## config.mk

```make
export PLATFORM = sky130hd
export DESIGN_NAME = occupancy_grid_tile_graph_flat
export DESIGN_NICKNAME = d
export VERILOG_FILES = /design/src/ogtg_pkg.sv /design/src/ogtg_if.sv /design/src/ogtg_ram.sv /design/src/ogtg_scan.sv /design/src/occupancy_grid_tile_graph.sv /design/src/flat_wrapper.sv
export SDC_FILE = /design/constraint.sdc
export NUM_CORES = 1
export LEC_CHECK = 0
export BUFFER_PORTS_ARGS = -buffer_cell sky130_fd_sc_hd__buf_2
export CORE_ASPECT_RATIO = 1.2
export CORE_UTILIZATION = 39
export DETAILED_ROUTE_END_ITERATION = 16
export HOLD_SLACK_MARGIN = 0.12
export PLACE_DENSITY = 0.56
export SETUP_SLACK_MARGIN = 0.3
export SKIP_CTS_REPAIR_TIMING = 1
export SYNTH_ARGS = -nofsm -noshare
export SYNTH_HDL_FRONTEND = slang
export SYNTH_SLANG_ARGS = --single-unit
```

## constraint.sdc

```tcl
create_clock -name clk -period 8.9 [get_ports clk]
set_input_delay 0.89 -clock clk [delete_from_list [all_inputs] [get_ports clk]]
set_output_delay 0.89 -clock clk [all_outputs]
set_load 0.01 [all_outputs]
```

## src/ogtg_pkg.sv

```systemverilog
// ----------------------------------------------------------------------------
// ogtg_pkg
// Shared widths, constants and types of the occupancy grid tile graph block.
// ----------------------------------------------------------------------------
package ogtg_pkg;

	localparam int CELL_W       = 8;
	localparam int COORD_W      = 10;
	localparam int TILE_IDX_W   = 6;
	localparam int VERTEX_W     = 12;
	localparam int CFG_IDX_W    = 1;

	localparam int TILE_SIZE_DEF     = 10;
	localparam int MAX_TILE_COLS_DEF = 64;

	localparam logic signed [CELL_W-1:0] CELL_UNKNOWN  = -8'sd1;
	localparam logic signed [CELL_W-1:0] CELL_OCCUPIED = 8'sd100;

	localparam logic [COORD_W-1:0]  COLS_RESET = 10'd434;
	localparam logic [COORD_W-1:0]  ROWS_RESET = 10'd399;
	localparam logic [VERTEX_W-1:0] VERTEX_MAX = 12'd4095;

	typedef enum logic [CFG_IDX_W-1:0] {
		REG_MAP_COLUMNS = 1'b0,
		REG_MAP_ROWS    = 1'b1
	} reg_idx_t;

	// Position of the current cell as seen by the tile logic.
	typedef struct packed {
		logic [COORD_W-1:0] tile_row;
		logic [COORD_W-1:0] tile_col;
		logic               emit;
		logic               pad;
		logic               last;
	} pos_t;

	// One entry of the per-column band memory.
	typedef struct packed {
		logic                blk;
		logic [VERTEX_W-1:0] vertex;
	} entry_t;

endpackage

```

## src/ogtg_if.sv

```systemverilog
// ----------------------------------------------------------------------------
// ogtg interfaces
// Valid/ready channels for cells, tiles and register writes.
// ----------------------------------------------------------------------------
interface ogtg_cell_if;
	import ogtg_pkg::*;
	logic                     valid;
	logic                     ready;
	logic signed [CELL_W-1:0] cell_value;
	modport source (output valid, output cell_value, input ready);
	modport sink   (input valid, input cell_value, output ready);
endinterface

interface ogtg_tile_if;
	import ogtg_pkg::*;
	logic                  valid;
	logic                  ready;
	logic [TILE_IDX_W-1:0] tile_row;
	logic [TILE_IDX_W-1:0] tile_col;
	logic                  blocked;
	logic [VERTEX_W-1:0]   vertex_number;
	logic [VERTEX_W-1:0]   up_neighbour;
	logic [VERTEX_W-1:0]   left_neighbour;
	logic                  last_tile;
	modport source (output valid, output tile_row, output tile_col, output blocked,
		output vertex_number, output up_neighbour, output left_neighbour,
		output last_tile, input ready);
	modport sink   (input valid, input tile_row, input tile_col, input blocked,
		input vertex_number, input up_neighbour, input left_neighbour,
		input last_tile, output ready);
endinterface

interface ogtg_cfg_if;
	import ogtg_pkg::*;
	logic                 valid;
	logic                 ready;
	logic [CFG_IDX_W-1:0] reg_index;
	logic [COORD_W-1:0]   wr_data;
	modport source (output valid, output reg_index, output wr_data, input ready);
	modport sink   (input valid, input reg_index, input wr_data, output ready);
endinterface

```

## src/ogtg_ram.sv

```systemverilog
// ----------------------------------------------------------------------------
// ogtg_ram
// Generic single-write, single-read RAM with registered read data.
// ----------------------------------------------------------------------------
module ogtg_ram #(
	parameter int WIDTH = ogtg_pkg::VERTEX_W + 1,
	parameter int DEPTH = ogtg_pkg::MAX_TILE_COLS_DEF
) (
	input  logic                     clk,
	input  logic                     wr_en,
	input  logic [$clog2(DEPTH)-1:0] wr_addr,
	input  logic [WIDTH-1:0]         wr_data,
	input  logic                     rd_en,
	input  logic [$clog2(DEPTH)-1:0] rd_addr,
	output logic [WIDTH-1:0]         rd_data
);
	logic [WIDTH-1:0] mem_q [DEPTH];

	always_ff @(posedge clk) begin
		if (wr_en) begin
			mem_q[wr_addr] <= wr_data;
		end
		if (rd_en) begin
			rd_data <= mem_q[rd_addr];
		end
	end
endmodule

```

## src/ogtg_scan.sv

```systemverilog
// ----------------------------------------------------------------------------
// ogtg_scan
// Raw and tile position counters of the incoming cell stream.
// ----------------------------------------------------------------------------
module ogtg_scan #(
	parameter int TILE_SIZE = ogtg_pkg::TILE_SIZE_DEF
) (
	input  logic                         clk,
	input  logic                         arst_n,
	input  logic                         advance,
	input  logic [ogtg_pkg::COORD_W-1:0] cols,
	input  logic [ogtg_pkg::COORD_W-1:0] rows,
	output ogtg_pkg::pos_t               pos
);
	import ogtg_pkg::*;

	localparam int OFF_W = $clog2(TILE_SIZE);
	localparam int TC_W  = $clog2((1 << COORD_W) / TILE_SIZE + 1);
	localparam int TE_W  = COORD_W + 1;
	localparam logic [OFF_W-1:0] OFF_LAST = OFF_W'(TILE_SIZE - 1);
	localparam logic [TE_W-1:0]  TE_STEP  = TE_W'(TILE_SIZE);

	logic [COORD_W-1:0] col_q, row_q;
	logic [OFF_W-1:0]   col_off_q, row_off_q;
	logic [TC_W-1:0]    tcol_q, trow_q;
	logic [TE_W-1:0]    col_end_q, row_end_q;
	logic               end_col, end_row, col_wrap, row_wrap;

	always_comb begin
		end_col  = ({1'b0, col_q} + 1'b1) >= {1'b0, cols};
		end_row  = ({1'b0, row_q} + 1'b1) >= {1'b0, rows};
		col_wrap = col_off_q == OFF_LAST;
		row_wrap = row_off_q == OFF_LAST;
		pos.tile_row = COORD_W'(trow_q);
		pos.tile_col = COORD_W'(tcol_q);
		pos.emit     = (col_wrap || end_col) && (row_wrap || end_row);
		pos.pad      = (col_end_q > {1'b0, cols}) || (row_end_q > {1'b0, rows});
		pos.last     = end_col && end_row;
	end

	always_ff @(posedge clk or negedge arst_n) begin
		if (!arst_n) begin
			col_q     <= '0;
			row_q     <= '0;
			col_off_q <= '0;
			row_off_q <= '0;
			tcol_q    <= '0;
			trow_q    <= '0;
			col_end_q <= TE_STEP;
			row_end_q <= TE_STEP;
		end else if (advance) begin
			if (end_col) begin
				col_q     <= '0;
				col_off_q <= '0;
				tcol_q    <= '0;
				col_end_q <= TE_STEP;
				if (end_row) begin
					row_q     <= '0;
					row_off_q <= '0;
					trow_q    <= '0;
					row_end_q <= TE_STEP;
				end else begin
					row_q <= row_q + 1'b1;
					if (row_wrap) begin
						row_off_q <= '0;
						trow_q    <= trow_q + 1'b1;
						row_end_q <= row_end_q + TE_STEP;
					end else begin
						row_off_q <= row_off_q + 1'b1;
					end
				end
			end else begin
				col_q <= col_q + 1'b1;
				if (col_wrap) begin
					col_off_q <= '0;
					tcol_q    <= tcol_q + 1'b1;
					col_end_q <= col_end_q + TE_STEP;
				end else begin
					col_off_q <= col_off_q + 1'b1;
				end
			end
		end
	end
endmodule

```

## src/occupancy_grid_tile_graph.sv

```systemverilog
// Path: the last cell of a tile passes the band memory read and the stage 1
// registers, then the output register, which presents the tile.
// Throughput: one cell per cycle, except that a cell completing a tile waits in
// stage 1 while a tile waits untaken; other cells still pass a waiting tile.
// Reset: counters and valid bits clear at once, size registers take defaults;
// the band memory itself is never swept, so no clearing pass is needed.
// ----------------------------------------------------------------------------
// occupancy_grid_tile_graph
// Groups a row-major stream of occupancy cells into square tiles, numbers
// the free tiles and reports each tile with its free up and left neighbours.
// ----------------------------------------------------------------------------
module occupancy_grid_tile_graph #(
	parameter int TILE_SIZE     = ogtg_pkg::TILE_SIZE_DEF,
	parameter int MAX_TILE_COLS = ogtg_pkg::MAX_TILE_COLS_DEF
) (
	input logic          clk,
	input logic          arst_n,
	ogtg_cell_if.sink    cells,
	ogtg_tile_if.source  tile,
	ogtg_cfg_if.sink     cfg
);
	import ogtg_pkg::*;

	localparam int AW = $clog2(MAX_TILE_COLS);

	// Configuration registers. A zero setting behaves as one.
	logic [COORD_W-1:0] cols_q, rows_q;
	logic [COORD_W-1:0] cols_eff, rows_eff;

	assign cfg.ready = 1'b1;

	always_ff @(posedge clk or negedge arst_n) begin
		if (!arst_n) begin
			cols_q <= COLS_RESET;
			rows_q <= ROWS_RESET;
		end else if (cfg.valid && cfg.ready) begin
			case (reg_idx_t'(cfg.reg_index))
				REG_MAP_COLUMNS: cols_q <= cfg.wr_data;
				REG_MAP_ROWS:    rows_q <= cfg.wr_data;
				default:         ;
			endcase
		end
	end

	assign cols_eff = (cols_q == '0) ? COORD_W'(1) : cols_q;
	assign rows_eff = (rows_q == '0) ? COORD_W'(1) : rows_q;

	// Stage 0: position of the cell being offered and band memory read.
	pos_t           pos;
	logic           accept;
	logic           bad;
	logic           in_range;
	logic [AW-1:0]  addr;

	assign accept   = cells.valid && cells.ready;
	assign bad      = (cells.cell_value == CELL_UNKNOWN) ||
	                  (cells.cell_value == CELL_OCCUPIED);
	assign in_range = pos.tile_col < COORD_W'(MAX_TILE_COLS);
	assign addr     = pos.tile_col[AW-1:0];

	ogtg_scan #(
		.TILE_SIZE (TILE_SIZE)
	) u_scan (
		.clk     (clk),
		.arst_n  (arst_n),
		.advance (accept),
		.cols    (cols_eff),
		.rows    (rows_eff),
		.pos     (pos)
	);

	// Stage 1 registers.
	logic                  s1_valid_q;
	logic                  bad_s1, emit_s1, pad_s1, last_s1, inr_s1;
	logic [AW-1:0]         addr_s1;
	logic [TILE_IDX_W-1:0] trow_s1, tcol_s1;
	logic                  vld_s1, hit_s1;
	entry_t                fwd_s1;

	// The band memory holds, per tile column, the blocking flag of the tile
	// being built in the current band and the vertex number of the tile last
	// emitted in that column. Entries without a valid bit read as zero; the
	// valid bits all drop when the last cell of a map is taken, which starts
	// the next map from an empty band.
	logic                     wr_en;
	entry_t                   wr_entry;
	logic [$bits(entry_t)-1:0] rd_raw;
	logic [MAX_TILE_COLS-1:0] ent_valid_q;

	ogtg_ram #(
		.WIDTH ($bits(entry_t)),
		.DEPTH (MAX_TILE_COLS)
	) u_band_ram (
		.clk     (clk),
		.wr_en   (wr_en),
		.wr_addr (addr_s1),
		.wr_data (wr_entry),
		.rd_en   (accept),
		.rd_addr (addr),
		.rd_data (rd_raw)
	);

	// Running vertex state, touched in stage 1 in cell order.
	logic [VERTEX_W-1:0] next_vertex_q, left_vertex_q;

	// Output register.
	logic                  out_valid_q;
	logic [TILE_IDX_W-1:0] tile_row_q, tile_col_q;
	logic                  blocked_q, last_tile_q;
	logic [VERTEX_W-1:0]   vertex_q, up_q, left_q;

	entry_t              cur;
	logic                blk;
	logic                emit_act;
	logic                out_free;
	logic                s1_go;
	logic [VERTEX_W-1:0] num, up_v, left_v;

	// A cell needing a result waits in stage 1 until the output register is
	// free; every other cell moves on at once.
	assign out_free  = !out_valid_q || tile.ready;
	assign emit_act  = inr_s1 && emit_s1;
	assign s1_go     = s1_valid_q && (!emit_act || out_free);
	assign cells.ready = !s1_valid_q || s1_go;

	always_comb begin
		// The write of the previous cell to the same column lands on the edge
		// that loaded this one, so it comes from the forwarding copy.
		if (hit_s1) begin
			cur = fwd_s1;
		end else if (vld_s1) begin
			cur = entry_t'(rd_raw);
		end else begin
			cur = '0;
		end
		blk    = cur.blk || bad_s1 || pad_s1;
		num    = blk ? '0 : next_vertex_q;
		up_v   = blk ? '0 : cur.vertex;
		left_v = (blk || addr_s1 == '0) ? '0 : left_vertex_q;
		if (emit_s1) begin
			wr_entry.blk    = 1'b0;
			wr_entry.vertex = num;
		end else begin
			wr_entry.blk    = cur.blk || bad_s1;
			wr_entry.vertex = cur.vertex;
		end
		// The last cell of a map writes nothing: the band clears behind it.
		wr_en = s1_go && inr_s1 && !last_s1;
	end

	always_ff @(posedge clk) begin
		if (accept) begin
			bad_s1  <= bad;
			emit_s1 <= pos.emit;
			pad_s1  <= pos.pad;
			last_s1 <= pos.last;
			inr_s1  <= in_range;
			addr_s1 <= addr;
			trow_s1 <= pos.tile_row[TILE_IDX_W-1:0];
			tcol_s1 <= pos.tile_col[TILE_IDX_W-1:0];
			vld_s1  <= ent_valid_q[addr];
			hit_s1  <= wr_en && (addr_s1 == addr);
			fwd_s1  <= wr_entry;
		end
	end

	always_ff @(posedge clk or negedge arst_n) begin
		if (!arst_n) begin
			s1_valid_q  <= 1'b0;
			ent_valid_q <= '0;
		end else begin
			if (accept) begin
				s1_valid_q <= 1'b1;
			end else if (s1_go) begin
				s1_valid_q <= 1'b0;
			end
			// Taking the last cell of a map empties the band, which also
			// covers a write of the cell ahead of it on the same edge.
			if (accept && pos.last) begin
				ent_valid_q <= '0;
			end else if (wr_en) begin
				ent_valid_q[addr_s1] <= 1'b1;
			end
		end
	end

	always_ff @(posedge clk or negedge arst_n) begin
		if (!arst_n) begin
			next_vertex_q <= VERTEX_W'(1);
			left_vertex_q <= '0;
		end else if (s1_go) begin
			if (last_s1) begin
				next_vertex_q <= VERTEX_W'(1);
				left_vertex_q <= '0;
			end else if (emit_act) begin
				left_vertex_q <= num;
				// Numbering saturates at the top of the vertex range.
				if (!blk && next_vertex_q < VERTEX_MAX) begin
					next_vertex_q <= next_vertex_q + 1'b1;
				end
			end
		end
	end

	always_ff @(posedge clk or negedge arst_n) begin
		if (!arst_n) begin
			out_valid_q <= 1'b0;
		end else if (s1_go && emit_act) begin
			out_valid_q <= 1'b1;
		end else if (tile.ready) begin
			out_valid_q <= 1'b0;
		end
	end

	always_ff @(posedge clk) begin
		if (s1_go && emit_act) begin
			tile_row_q  <= trow_s1;
			tile_col_q  <= tcol_s1;
			blocked_q   <= blk;
			vertex_q    <= num;
			up_q        <= up_v;
			left_q      <= left_v;
			last_tile_q <= last_s1;
		end
	end

	assign tile.valid          = out_valid_q;
	assign tile.tile_row       = tile_row_q;
	assign tile.tile_col       = tile_col_q;
	assign tile.blocked        = blocked_q;
	assign tile.vertex_number  = vertex_q;
	assign tile.up_neighbour   = up_q;
	assign tile.left_neighbour = left_q;
	assign tile.last_tile      = last_tile_q;
endmodule

```

## src/flat_wrapper.sv

```systemverilog
// flat-port wrapper written by rule: the top's interface ports become plain ports
module occupancy_grid_tile_graph_flat import ogtg_pkg::*;
#(
	parameter int TILE_SIZE     = ogtg_pkg::TILE_SIZE_DEF,
	parameter int MAX_TILE_COLS = ogtg_pkg::MAX_TILE_COLS_DEF
)
  (clk, arst_n, cells_valid, cells_cell_value, cells_ready, tile_valid, tile_tile_row, tile_tile_col, tile_blocked, tile_vertex_number, tile_up_neighbour, tile_left_neighbour, tile_last_tile, tile_ready, cfg_valid, cfg_reg_index, cfg_wr_data, cfg_ready);
  ogtg_cell_if cells_i ();
  ogtg_tile_if tile_i ();
  ogtg_cfg_if cfg_i ();
  input logic clk;
  input logic arst_n;
  input wire logic [$bits(cells_i.valid)-1:0] cells_valid;
  input wire logic [$bits(cells_i.cell_value)-1:0] cells_cell_value;
  output wire logic [$bits(cells_i.ready)-1:0] cells_ready;
  output wire logic [$bits(tile_i.valid)-1:0] tile_valid;
  output wire logic [$bits(tile_i.tile_row)-1:0] tile_tile_row;
  output wire logic [$bits(tile_i.tile_col)-1:0] tile_tile_col;
  output wire logic [$bits(tile_i.blocked)-1:0] tile_blocked;
  output wire logic [$bits(tile_i.vertex_number)-1:0] tile_vertex_number;
  output wire logic [$bits(tile_i.up_neighbour)-1:0] tile_up_neighbour;
  output wire logic [$bits(tile_i.left_neighbour)-1:0] tile_left_neighbour;
  output wire logic [$bits(tile_i.last_tile)-1:0] tile_last_tile;
  input wire logic [$bits(tile_i.ready)-1:0] tile_ready;
  input wire logic [$bits(cfg_i.valid)-1:0] cfg_valid;
  input wire logic [$bits(cfg_i.reg_index)-1:0] cfg_reg_index;
  input wire logic [$bits(cfg_i.wr_data)-1:0] cfg_wr_data;
  output wire logic [$bits(cfg_i.ready)-1:0] cfg_ready;
  assign cells_i.valid = cells_valid;
  assign cells_i.cell_value = cells_cell_value;
  assign cells_ready = cells_i.ready;
  assign tile_valid = tile_i.valid;
  assign tile_tile_row = tile_i.tile_row;
  assign tile_tile_col = tile_i.tile_col;
  assign tile_blocked = tile_i.blocked;
  assign tile_vertex_number = tile_i.vertex_number;
  assign tile_up_neighbour = tile_i.up_neighbour;
  assign tile_left_neighbour = tile_i.left_neighbour;
  assign tile_last_tile = tile_i.last_tile;
  assign tile_i.ready = tile_ready;
  assign cfg_i.valid = cfg_valid;
  assign cfg_i.reg_index = cfg_reg_index;
  assign cfg_i.wr_data = cfg_wr_data;
  assign cfg_ready = cfg_i.ready;
  occupancy_grid_tile_graph #(.TILE_SIZE(TILE_SIZE), .MAX_TILE_COLS(MAX_TILE_COLS)) u_core (.clk(clk), .arst_n(arst_n), .cells(cells_i), .tile(tile_i), .cfg(cfg_i));
endmodule
```

## After elaboration in Yosys (flattened, before gate mapping)

Memories as Yosys holds them, arrays and structs flattened. A register that Yosys moved wholly into a read port is not among the register bits.
Index checks and enable logic that the tools add are counted.

| cells by class | value |
|---|---|
| mux-type cells | 37 |
| bitwise logic cells | 2 |
| $lt $le $gt $ge | 9 |
| equality and inequality tests | 5 |
| add/sub/neg operators | 11 |
| reduce and logical (&&, ||, !) cells | 44 |

Operators by type and width:

| cell | count |
|---|---|
| $mux 64 | 2 |
| $mux 12 | 6 |
| $or 64x64->64 | 1 |
| $mux 11 | 4 |
| $mux 10 | 4 |
| $mux 13 | 3 |
| $mux 7 | 4 |
| $add 10x1->11 const B | 2 |
| $add 11x4->11 const B | 2 |
| $ge 11x10->1 | 2 |
| $gt 11x10->1 | 2 |
| $add 10x1->10 const B | 2 |
| $logic_not 10->1 | 2 |
| $mux 4 | 4 |
| $add 7x1->7 const B | 2 |
| $lt 6x7->1 const B | 2 |
| $reduce_bool 2->1 | 7 |
| $add 12x1->12 const B | 1 |
| $logic_and 1x1->1 | 12 |
| $lt 12x12->1 const B | 1 |
| $logic_or 1x1->1 | 10 |
| $reduce_and 2->1 | 5 |
| $add 4x1->4 const B | 2 |
| $eq 4x4->1 const B | 2 |
| 12 further kinds | 24 |

| storage, ports and cells | value |
|---|---|
| bits in writable memories | 832 |
| output and inout port bits | 53 |
| memories kept | 1 |
| register bits | 256 |
| logic and storage cells | 142 |
| input bits | 24 |

Memories:

| name | depth | width | rd ports | clocked after Yosys merged registers in | wr ports | line | RTL |
|---|---|---|---|---|---|---|---|
| u_core.u_band_ram.mem_q | 64 | 13 | 1 | 1 | 1 | ogtg_ram.sv:17 | `logic [WIDTH-1:0] mem_q [DEPTH];` |

## Logic depth before layout (Yosys ltp)

Gate-level depths: netlist of the first run.

| depth | value |
|---|---|
| word-level depth | 9 |
| mapped depth | 14 |
| gate-level depth less buffers | 12 |

## Hierarchy

Synthesis of the first run repeated with hierarchy kept, for this count alone.

| second synthesis, totals | value |
|---|---|
| cells, all modules | 2545 |
| area, all modules | 45006.9 um^2 |

By module, submodules not included:

| module | area an instance (um^2) | seq. area each (um^2) | cells each | times used |
|---|---|---|---|---|
| ogtg_ram | 32474.9 | 25374.3 | 1402 | 1 |
| occupancy_grid_tile_graph | 8194.1 | 5230.0 | 684 | 1 |
| ogtg_scan | 4337.9 | 1556.5 | 459 | 1 |

## Worst setup path after synthesis of the first run

OpenSTA, ideal clock, no wires.

| path | value |
|---|---|
| path type | flip-flop to flip-flop |
| start | register u_core.hit_s1 |
| end | register u_core.fwd_s1[10] (netlist bit) (data pin) |
| cell stages (with the launch flop) | 7 |
| slack | 5.193 ns |
| clock period less this slack | 3.707 ns |
| buffers on the path | 1 |
| data arrival time | 3.153 ns |
| library setup time | 0.554 ns |
| cell sequence | edfxtp_1 -> a21o_1 -> a211oi_1 -> clkbuf_1 -> and2_1 -> nor2_1 -> a21oi_1 |

| between the ends | value |
|---|---|
| cells in the longest elaborated chain, start to end | 5 |

Ends and longest elaborated chain:

| what | line | RTL |
|---|---|---|
| from (decl) | occupancy_grid_tile_graph.sv:77 | `logic vld_s1, hit_s1;` |
| from (signal assigned) | occupancy_grid_tile_graph.sv:162 | `hit_s1 <= wr_en && (addr_s1 == addr);` |
| $mux 13 | occupancy_grid_tile_graph.sv:129 | `if (hit_s1) begin` |
| $logic_or 1x1->1 (2 in series) | occupancy_grid_tile_graph.sv:136 | `blk = cur.blk \|\| bad_s1 \|\| pad_s1;` |
| $mux 12 | occupancy_grid_tile_graph.sv:137 | `num = blk ? '0 : next_vertex_q;` |
| named net u_core.num[10] | occupancy_grid_tile_graph.sv:117 | `logic [VERTEX_W-1:0] num, up_v, left_v;` |
| $mux 13 | occupancy_grid_tile_graph.sv:140 | `if (emit_s1) begin` |
| named net u_core.u_band_ram.wr_data[10] | ogtg_ram.sv:12 | `input logic [WIDTH-1:0] wr_data,` |
| to (signal assigned) | occupancy_grid_tile_graph.sv:163 | `fwd_s1 <= wr_entry;` |
| to (decl) | occupancy_grid_tile_graph.sv:78 | `entry_t fwd_s1;` |

The timed path passes the listed nets, and every way through them passes these cells.
A chain may end at the register's enable or synchronous reset.

## Worst setup path in the final report of the first run

| path | value |
|---|---|
| start | register u_core.u_scan.col_q[0] |
| end | register u_core.ent_valid_q[59] |

| between the ends | value |
|---|---|
| cells in the longest elaborated chain, start to end | 5 |

Ends and longest elaborated chain:

| what | line | RTL |
|---|---|---|
| from (decl) | ogtg_scan.sv:23 | `logic [COORD_W-1:0] col_q, row_q;` |
| from (signal assigned) | ogtg_scan.sv:73 | `col_q <= col_q + 1'b1;` |
| $add 10x1->11 * | ogtg_scan.sv:30 | `end_col = ({1'b0, col_q} + 1'b1) >= {1'b0, cols};` |
| $ge 11x10->1 * | ogtg_scan.sv:30 |  |
| $logic_and 1x1->1 * | ogtg_scan.sv:38 | `pos.last = end_col && end_row;` |
| $logic_and 1x1->1 * | occupancy_grid_tile_graph.sv:179 | `if (accept && pos.last) begin` |
| $mux 64 or $reduce_bool 2->1 (tied branches) | -- |  |
| to (signal assigned) | occupancy_grid_tile_graph.sv:170 | `ent_valid_q <= '0;` |
| to (signal assigned) | occupancy_grid_tile_graph.sv:180 | `ent_valid_q <= '0;` |
| to (signal, indexed assignment) | occupancy_grid_tile_graph.sv:182 | `ent_valid_q[addr_s1] <= 1'b1;` |
| to (decl) | occupancy_grid_tile_graph.sv:88 | `logic [MAX_TILE_COLS-1:0] ent_valid_q;` |

Every way passes the cells marked *; elsewhere a longest branch is shown, timed or not.

==> run summary, run 1 <==
The final route contains 23100 vias. After the flow finishes, the layout carries non-filler instances totaling 4112. In the synthesized netlist the dominant register cell turns out to be edfxtp_1. For the endpoint required time on the critical path, the log shows 9500 ps.

The kind of end point of the critical path was a flip-flop. The relative slew slack was 12.3%; the depth of the worst register-to-register path was 12. For the initial antenna violation count, the log shows 2.

Global-route total usage across every layer: 19.6%. Dividing the detail-routed via count by the number of cells gives 5.62. The run finished with clean final reports. The total number of cells along the worst setup path is 12. In this run the tool buffered the top-level ports with 75 buffer cells. Ranked by total cell area, the synthesized netlist is headed by edfxtp_1 (64%), mux4_2 (12%), dfrtp_1 (8.9%). For the post-synthesis instance total, the log shows 2376. The routed wire length is 110 mm.

The worst hold-check path type was input port to async pin. After detailed routing, the average wire length per cell comes to 26.7 um. The layout overhead on the synthesized area works out to 14.0%.

In the final layout, the multi-input gates occupy 11000 um2. By startpoint and endpoint, the worst setup path is classified as flip-flop to flip-flop. The critical path goes through ha_1 > and4_1 > nand2_1 > xnor2_1 > ha_1 > and2_1 > a221oi_1 > o21ai_1 > a21o_1 > nand2_2 > buf_4 > o21a_1. The iteration count of the initial detailed-routing pass was 7. In this run the critical register-to-register path is captured at u_core.ent_valid_q[59]$_DFFE_PN0P_. The share of post-route cells with drive strength above 1 works out to 23.5%.

The synthesized netlist devotes 1.41% of its cell area to adder and majority cells. The total setup violations reported at the end of the flow came out at 0. Yosys mapped a number of flops with a built-in enable equal to 927. Dividing the synthesized area by the synthesized cell count gives 18.3 um2.

The worst path buffer plus inverter count works out to 1. The worst setup path startpoint is u_core.u_scan.col_q[0]$_DFFE_PN0P_. In this run, the number of DRC markers left after iteration 0 of detailed routing was 1710. Data arrives at the worst endpoint at 4590 ps. The critical path startpoint category is a flip-flop.

The net count after synthesis came out at 2449. For this run, the slowest stage of the critical path takes 620 ps. The biggest area contributor in the post-synthesis netlist is edfxtp_1.

The tools report the total CTS buffers as 107. The logs give 0 for the number of hold violations in the final report and 190 uV for the peak supply drop. The H-tree generated during clock tree synthesis spans 3 levels. The last element of the critical path was u_core.ent_valid_q[59]$_DFFE_PN0P_. Clock skew on the completed layout was measured at 40.9 ps.

Measured against the total synthesized area, the mux share comes to 12.2%. Among cell families on the critical path, the largest total delay comes from compound AO/OA/AOI/OAI gates. The register area was 32100 um2; the register area share after synthesis was 73.8%.

At the pin with the least slew margin, the transition time is 1300 ps. Entering global routing, the biggest net connects 131 pins. In the post-synthesis netlist, the cell with the most instances is edfxtp_1.

The die is 368 um tall. Global routing finished with a remaining overflow of 0. The worst register-to-register path begins at u_core.u_scan.col_q[0]$_DFFE_PN0P_. The die is 307 um wide. The commonest cells after synthesis are edfxtp_1 (927), mux4_2 (224), dfrtp_1 (155). Before CTS, the worst setup slack after placement is 4870 ps. Row generation in the floorplan step produced 133 rows. The post-route setup TNS was 0 ps.

For this design, the sink count on the clock tree is 1098. For the remaining antenna violation count, the log shows 0. 77 I/O pins were placed.

The final estimated routing congestion in global placement is 0.817, and the number of nets in the layout is 2608. For this run, asynchronously set or reset flops after synthesis account for 15.6%. The count of yosys warnings during synthesis is 0, and the minimum period implied by the final worst setup slack is 4000 ps.

The synthesized netlist devotes 4.75% of its cell area to simple gates. Synthesis inferred 1098 register bits. Max-cap violations in this run came to 0. The area fraction of the dominant cell type after synthesis works out to 63.9%. The worst path uses 44.9% of the clock period. The later-pin clock latency in the skew report came out at 690 ps. For the cell count after placement, the log shows 3911. The tree is rooted in a clkbuf_16. The clock passes through at most 3 buffers.

In the routed design, unresolved DRC markers number 0. For this run, the top clock speed supported by timing is 0.250 GHz. After clock tree synthesis, the clock-pin slew on the worst setup and hold paths is 60 ps. Once routing completed, OpenROAD measured the worst setup slack at 4900 ps. Sum of net half-perimeters after detailed placement: 67.5 mm.

After synthesis, the largest family of logic cells by area is multiplexers. The global-route wire length before repair came out at 163 mm. The largest driver fanout on the critical path is 64. The synthesized netlist devotes 0.683% of its cell area to XOR and XNOR gates.

The netlist uses 64 different library cells. The core region is 110000 um2. The worst register-to-register path has a setup slack of 4900 ps.

The most frequent cell on the critical path is ha_1. Fill cells in the final layout number 9440. Setup repair after global routing left no endpoint under its margin. On the critical path, the stage with the largest delay is an instance of buf_4. For the die area, the log shows 113000 um2. The synthesized netlist devotes 5.79% of its cell area to compound gates.

In this run the power density over the cells is 277 nW/um2. TritonCTS built the clock tree. For the number of global-route vias before repair, the log shows 24000. For this design the static power due to leakage is 16.8 nW. The effective utilization at floorplan is 39.5%. The synthesized netlist occupies a cell area of 43600 um2. The run gives 0 as the count of final max-slew check failures.
-- placed cells by master (no fill, tap or decap), drive strengths merged, types with 9 or more instances in the layout --
cell type	n
a21o	12
a21oi	39
a22o	47
a22oi	23
and2	27
and3	9
buf	164
clkbuf	142
clkinv	48
dfrtp	155
dfstp	16
edfxtp	927
ha	49
inv	31
mux2	14
mux2i	10
mux4	224
nand2	96
nand3	36
nand4	13
nor2	150
nor2b	16
nor3	26
nor4	17
o21a	64
o21ai	63
o221ai	11
o22ai	74
or3	12
xnor2	25
xor2	9
-- worst register-to-register path: stages (launching register included) --
cell	delay, ps
dfrtp_1	440
ha_1	270
and4_1	270
nand2_1	120
xnor2_1	150
ha_1	310
and2_1	160
a221oi_1	320
o21ai_1	240
a21o_1	540
nand2_2	230
buf_4	620
o21a_1	260
-- layout make-up --
class,instances,share of cell area [%]
timing repair buffer,165,2.18
tap,1485,3.74
inverter,30,0.227
antenna,1,0.00504
clock inverter,59,1.05
clock buffer,141,5.90
sequential,1098,64.7
multi-input combinational,1133,22.2
-- sequential cells by signal, indices dropped and copies added, names as in the netlist, 7 cells and up --
signal and cells:
u_core.u_scan.tcol_q 7, u_core.u_scan.col_end_q 10, u_core.rows_q 10, u_core.ent_valid_q 64, u_core.u_scan.col_q 10, u_core.next_vertex_q 12
u_core.u_scan.row_q 10, u_core.u_scan.row_end_q 10, u_core.fwd_s1 13, u_core.cols_q 10, u_core.u_band_ram.mem_q 832, u_core.tile.up_neighbour 12
u_core.tile.vertex_number 12, u_core.tile.left_neighbour 12, u_core.left_vertex_q 12, u_core.u_band_ram.rd_data 13
-- cells by family (layout without fill, tap and decap cells) --
logic type,Yosys count,in the layout
mux,248,248
xor+xnor,34,34
buf+inv,145,395
fa+ha+maj,49,49
other cells,1,2
simple gates,433,433
compound gates,368,368
flops,1098,1098
-- worst min path at each step --
stage	end	start
global placement	u_core.tile.tile_row[2]$_DFFE_PP_	u_core.trow_s1[2]$_DFFE_PP_
finish	u_core.cols_q[0]$_DFFE_PN0P_	arst_n
global route	u_core.u_scan.col_q[3]$_DFFE_PN0P_	arst_n
floorplan	u_core.tile.tile_row[0]$_DFFE_PP_	u_core.trow_s1[0]$_DFFE_PP_
detailed placement	u_core.tile.tile_row[3]$_DFFE_PP_	u_core.trow_s1[3]$_DFFE_PP_
CTS	u_core.u_scan.col_q[3]$_DFFE_PN0P_	arst_n
-- layer usage --
layer / GRT usage, % / vias up / share of wire, %
met5: 0 / - / 0.012
met4: 6.33 / 2 / 2.7
met3: 2.80 / 162 / 5.3
met2: 33.8 / 714 / 51
met1: 25.4 / 12300 / 41
li1: - / 9928 / -
-- metrics by stage --
step,util [%],hold WS (ps),total power (W),cell area (um2)
after floorplan,-,400,0.00843,43600
after global placement,41.9,415,0.00937,46200
after detailed placement,41.9,416,0.00945,46200
after CTS,45.1,302,0.0139,49600
after global routing,45.1,334,0.0143,49600
final,45.1,272,0.0137,49600
-- power breakdown --
| group | internal, W | switching (W) |
|---|---|---|
| sequential | 0.00614 | 0.000286 |
| combinational | 0.00121 | 0.00167 |
| clock | 0.00252 | 0.00192 |
| total | 0.00987 | 0.00388 |
Power figures use the tool's default switching activity.
==> inputs of run 2 (changes only) <==
Clock period 8.9 ns to 3.85 ns, I/O delays scaled along.
==> run summary, run 2 (synthesis results as in run 1) <==
The run finished with clean final reports. The run gives 1098 (unchanged) as the number of sinks handled by clock tree synthesis. The critical path startpoint category was a flip-flop. The run gives 385 uV (+100%) as the peak supply drop. The slowest library cell on the worst path is or3b_2. The quantity of I/O buffers inserted on ports was 75 (unchanged); the maximum number of pins on one net before global-route repair was 104 (-21%).

In this run the most critical hold path is launched from tile_ready. The register area is 32100 um2 (about the same), and the slack of the worst reg-to-reg path is 500 ps (-4400 ps). The register ranked first by flip-flop count was u_core.u_band_ram.mem_q. The cell count after placement was 4002 (+2.3%).

For the detailed router's first-iteration violation count, the log shows 2159 (+26%). The number of nets in the layout was 2716 (+4.1%). The detailed-route vias per instance works out to 5.56 (-1.0%). The actual transition at the worst max-transition pin was 1090 ps (-217 ps); the final worst slack was 503 ps (-4400 ps). The logs give 4218 (+2.6%) for the final cell count without fillers and 0 (unchanged) for the number of hold violations in the final report.

The via total after detailed routing came out at 23400 (+1.5%). In the final layout, the registers with the most flip-flops are u_core.u_band_ram.mem_q x832, u_core.ent_valid_q x64. In this run the critical register-to-register path is launched from u_core.u_scan.col_q[0]$_DFFE_PN0P_.

The multi-input combinational cell area is 11000 um2 (+0.18%). Minimum hold slack: 118 ps (-154 ps). The tools report the global-route wire length before repair as 160 mm (-1.5%). The total setup violations reported at the end of the flow is 0 (unchanged), and the wire length per cell is 25.6 um (-4.0%). The routed wire length was 108 mm (-1.5%); the initial antenna violation count was 0 (-2). The remaining antenna violation count is 0 (unchanged). The flip-flop count of the largest register, all copies and words added was 832 (unchanged). The tools report the data arrival time at the worst-slack endpoint as 3950 ps (-640 ps).

Leaving out fill and tap cells, the most frequent cell in the layout is edfxtp_1. The run gives 133 (unchanged) as the number of rows in the core area. The final estimated routing congestion in global placement was 0.811 (-0.69%); the reported leakage power was 17.5 nW (+4.2%).

The number of buffers on the longest clock path came out at 3 (unchanged). The number of filler cells placed in the layout is 9266 (-1.8%). The area of the core was 110000 um2 (unchanged). The cell depth of the worst min-delay path works out to 3. The die area was 113000 um2 (unchanged). Traced cell by cell, the critical path runs through ha_1 > and4_1 > nand2_1 > xnor2_1 > ha_1 > and2_1 > a221oi_1 > o21ai_2 > a21o_1 > buf_4 > or3b_2. The count of final max-slew check failures is 0 (unchanged), and the number of global-route vias before repair is 24400 (+1.5%). The remaining design rule violation count is 0 (unchanged), and the share of post-route cells with drive strength above 1 is 26.1% (+2.6 points). In this design, the critical path's most frequently occurring cell is ha_1. The clock slew seen by the registers of the worst setup and hold paths works out to 60 ps (about the same). The effective utilization at floorplan was 39.5% (unchanged); the fmax was 0.299 GHz (+19%).

TritonCTS built the clock tree. The period utilization is 86.9% (+42 points). STA classifies the critical path endpoint as a flip-flop. Setup repair after global routing could not meet its margin everywhere.

The minimum period implied by the final worst setup slack was 3350 ps (-648 ps). In this run the worst setup path begins at u_core.u_scan.col_q[0]$_DFFE_PN0P_. The iteration count of the initial detailed-routing pass is 5 (-2), and the largest driver fanout on the critical path is 10 (-84%).

The antenna cell count is 0 (-1), and the depth of the worst register-to-register path is 11 (-1). For the power after layout, the log shows 0.0326 W (+140%). The run gives 0 ps (unchanged) as the post-route setup TNS. The relative slew slack came out at 27.4% (+15 points). The tools report the total overflow reported by the global router as 0 (unchanged).

The logs give 19.2% (-0.32 points) for the global-route total usage across every layer and 77 (unchanged) for the I/O pin count. The total CTS buffers is 110 (+2.8%). Reported max-cap violation count: 0 (unchanged). The height of the die came out at 368 um (unchanged). The worst setup path is of the flip-flop to flip-flop kind.

Die boundary width: 307 um (unchanged). For the setup slack after placement, the log shows 253 ps (-4620 ps). The worst hold path belongs to the class input port to flip-flop. The tools report the clock root buffer as clkbuf_16. The layout overhead on the synthesized area works out to 16.9%. The clock skew after layout is 45.3 ps (+4.43 ps).

The areal power density over the cells is 639 nW/um2 (+130%), and the endpoint required time on the critical path is 4460 ps (-5040 ps). Sum of net half-perimeters after detailed placement: 67.9 mm (+0.64%). The run gives 3 (unchanged) as the CTS H-tree depth. The peak per-stage delay on the critical path works out to 460 ps (-160 ps). For the later-pin clock latency in the skew report, the log shows 700 ps (about the same). Leaving out fill and tap cells, the most frequent cells in the layout are edfxtp_1 (927), mux4_2 (224), buf_4 (154).
-- run 2: cell count changes in the layout (fill, tap and decap cells not counted), sizes merged, moves of 2 or more --
cell         delta
clkinvlp        +4
buf            +91
dlygate4sd3    +13
clkinv          -4
inv             +2
bufinv          +2
-- run 2: layout make-up --
type / instances / area share (%)
repair buffers: 270 / 4.37
well taps: 1485 / 3.65
clock buffers: 139 / 5.82
inverters: 30 / 0.221
flip-flops and latches: 1098 / 63.1
clock inverters: 63 / 1.18
multi-input cells: 1133 / 21.6
-- run 2: worst max-delay path, delay by kind of cell, from the launching register on --
family,cells,cell delay [ps]
AND/OR/NAND/NOR,4,1000
buffers and inverters,1,200
flip-flops,1,430
AO/OA/AOI/OAI,3,920
adder cells (fa/ha/maj),2,580
XOR/XNOR,1,150
-- run 2: path summary, 6_finish.rpt --
path | end
max in group asynchronous | u_core.next_vertex_q[0]$_DFFE_PN1P_
max | u_core.u_scan.col_end_q[3]$_DFFE_PN1P_
min | u_core.tile.valid$_DFFE_PN0P_
max reg2reg | u_core.u_scan.col_end_q[3]$_DFFE_PN1P_
min reg2reg | u_core.tile.tile_row[4]$_DFFE_PP_
min in group asynchronous | u_core.cols_q[0]$_DFFE_PN0P_
-- run 2: through the flow --
step | utilization [%] | area (um2)
detailed placement | 42.8 | 47100
global placement | 42.8 | 47100
global route | 46.2 | 50900
CTS | 46.0 | 50700
floorplan | - | 43600
finish | 46.2 | 50900
-- run 2: metal layers --
layer	wire length [um]	global-route usage (%)	part of all wire, %
met3	4780	2.20	4.4
met1	43900	24.7	41
met4	4490	8.26	4.2
met2	54900	33.0	51
met5	0	0	0
-- run 2: report_power, final --
group	switching [W]	total (W)	internal [W]
Combinational	0.00400	0.00728	0.00328
Sequential	0.000552	0.0147	0.0142
Clock	0.00449	0.0105	0.00605
==> inputs of run 3 (changes only) <==
Settings changed: CORE_UTILIZATION 39 to 30, PLACE_DENSITY 0.56 to 0.46.
==> run summary, run 3 (synthesis results as in run 1) <==
The run finished with clean final reports. The later-pin clock latency in the skew report is 740 ps (+40 ps). The internal power component is 0.0238 W (+1.4%), and the global-route total usage across every layer is 15.9% (-3.3 points). The largest driver fanout on the critical path is 24 (+14). The total overflow reported by the global router is 0 (unchanged), and the initial antenna violation count is 2 (+2). Leaving out fill and tap cells, the most frequent cells in the layout are edfxtp_1 (927), mux4_2 (224), buf_4 (161).

The clock skew after layout is 40.9 ps (-4.42 ps), and the areal power density over the cells is 645 nW/um2 (+0.90%). The period utilization is 87.6% (+0.63 points), and the wire length per cell is 24.8 um (-3.0%). The minimum period implied by the final worst setup slack works out to 3370 ps (+24.3 ps). Switching power of the nets: 0.00944 W (+4.3%). The area of the core was 144000 um2 (+30%). The largest registers in the layout are u_core.u_band_ram.mem_q x832, u_core.ent_valid_q x64. Detailed-route vias per instance: 4.99 (-10%). The height of the die was 419 um (+14%); the via total after detailed routing was 23300 (-0.47%). The number of hold violations in the final report was 0 (unchanged); the die boundary width was 350 um (+14%). The clock slew seen by the registers of the worst setup and hold paths was 60 ps (about the same); the number of global-route vias before repair was 24300 (-0.54%). The slack of the worst reg-to-reg path is 480 ps (-20 ps), and the I/O pin count is 77 (unchanged). The detailed router's first-iteration violation count is 1901 (-12%), and the number of sinks handled by clock tree synthesis is 1098 (unchanged). Slowest library cell on the worst path: dfrtp_1. The number of buffers on the longest clock path is 3 (unchanged), and the die area is 147000 um2 (+30%).

The tools report the fraction of power consumed by combinational cells as 22.4% (about the same). The fmax came out at 0.297 GHz (-0.72%). The logs give 4678 (+11%) for the final cell count without fillers and 113 (+8.7%) for the maximum number of pins on one net before global-route repair. The effective utilization at floorplan is 30.3% (-9.2 points), and the endpoint required time on the critical path is 4470 ps (about the same). Clock root buffer: clkbuf_16. The final estimated routing congestion in global placement was 0.802 (-1.1%); the reported leakage power was 17.5 nW (+0.24%). The reported max-cap violation count was 0 (unchanged). For the global-route wire length before repair, the log shows 169 mm (+5.3%). Kind of end point of the critical path: a flip-flop. The quantity of I/O buffers inserted on ports came out at 75 (unchanged). TritonCTS built the clock tree.

The remaining antenna violation count was 0 (unchanged); the peak per-stage delay on the critical path was 440 ps (-20 ps). Leaving out fill and tap cells, the most frequent cell in the layout is edfxtp_1. The run gives 0 (unchanged) as the count of final max-slew check failures.

The switching fraction of total power was 28.3% (+0.58 points); the post-route setup TNS was 0 ps (unchanged). For the peak supply drop, the log shows 490 uV (+27%). The run gives 17.3% (-10 points) as the relative slew slack.

Total CTS buffers: 116 (+5.5%). For the number of rows in the core area, the log shows 152 (+14%). The tools report the total setup violations reported at the end of the flow as 0 (unchanged). The actual transition at the worst max-transition pin works out to 1220 ps (+137 ps).

The run gives 116 mm (+7.6%) as the routed wire length. For the CTS H-tree depth, the log shows 3 (unchanged). Relative to the synthesized area, the layout overhead comes to 18.4%. The tightest min-delay check is of the input port to flip-flop type.

Share of post-route cells with drive strength above 1: 25.7% (-0.43 points). The register ranked first by flip-flop count was u_core.u_band_ram.mem_q. The flip-flop count of the largest register, all copies and words added is 832 (unchanged), and the sum of net half-perimeters after detailed placement is 73.7 mm (+8.6%). The run gives 3990 ps (+40 ps) as the data arrival time at the worst-slack endpoint. The number of nets in the layout is 2721 (+0.18%).

The logs give 0 (unchanged) for the remaining design rule violation count and 44.2% (-1.1 points) for the proportion of power drawn by flip-flops and latches. Setup repair after global routing left no endpoint under its margin. For the power after layout, the log shows 0.0333 W (+2.2%). For the cell count after placement, the log shows 4438 (+11%). The critical path is of the flip-flop to flip-flop type.

The iteration count of the initial detailed-routing pass was 6 (+1). The signal on the critical path passes through ha_1 > nand3_1 > nor2_1 > nand4_1 > xnor2_1 > ha_1 > nand3_1 > nor3_1 > a211oi_1 > o211ai_1 > buf_4 > nor2_1 > buf_4 > a221o_1. The critical path startpoint category is a flip-flop. For the part of the power in the clock network, the log shows 33.4% (+1.0 points).
## run 3: changes by cell type in the layout (fill, tap and decap cells not counted), moves of 7 or more
cell | previous run | this run
buf_12 | 26 | 18
buf_4 | 154 | 161
clkbuf_1 | 21 | 29
clkbuf_8 | 7 | 14
clkinv_1 | 17 | 29
clkinv_2 | 26 | 14
## run 3: layout make-up
cell class              instances  area (um2)
clock buffers                 159        3220
flip-flops and latches       1098       32100
inverters                      30         113
diodes                          2        5.00
fillers                     13300       92000
multi-input cells            1133       11000
repair buffers                269        2100
clock inverters                62         604
well taps                    1925        2410
## run 3: worst max-delay path: cells and delay by family (launching register included)
kind	cells	cell delay, ps
compound gates	3	540
xor+xnor	1	180
fa+ha+maj	2	560
buf+inv	2	520
flops	1	440
simple gates	6	1000
## run 3: metrics by stage
step | instance area, um2 | hold slack [ps] | worst slack [ps] | utilization, %
6_report | 51600 | 150 | 478 | 35.9
3_5_place_dp | 47600 | 406 | 303 | 33.1
5_1_grt | 51600 | 153 | 310 | 35.9
2_1_floorplan | 43600 | 89.4 | 694 | -
3_3_place_gp | 47600 | 404 | 385 | 33.1
4_1_cts | 51400 | -177 | 284 | 35.8
## run 3: routing by layer
metal  GRT usage, %  vias up  wire length (um)
met5              0        -                13
met4           6.19        2              4050
met3           2.43      177              5160
met2           27.6      569             59200
met1           19.9    12400             47800
li1               -    10200                 -
## run 3: worst paths after layout
kind,from,end,cells past startpoint
setup reg to reg,u_core.u_scan.row_q[0]$_DFFE_PN0P_,u_core.u_scan.trow_q[4]$_DFFE_PN0P_,14
setup / recovery,u_core.u_scan.row_q[0]$_DFFE_PN0P_,u_core.u_scan.trow_q[4]$_DFFE_PN0P_,14
hold / removal,cells_cell_value[4],u_core.bad_s1$_DFFE_PP_,3
max in group asynchronous,arst_n,u_core.u_scan.row_end_q[1]$_DFFE_PN1P_,3
hold reg to reg,u_core.trow_s1[4]$_DFFE_PP_,u_core.tile.tile_row[4]$_DFFE_PP_,0
min in group asynchronous,arst_n,u_core.rows_q[5]$_DFFE_PN0P_,2
## run 3: power groups by stage
stage                     clock (W)  sequential [W]  combinational (W)
after global routing         0.0118          0.0148            0.00802
final                        0.0111          0.0147            0.00745
after detailed placement          0          0.0150            0.00756
after global placement            0          0.0149            0.00743
after floorplan                   0          0.0147            0.00475
after CTS                    0.0114          0.0147            0.00757
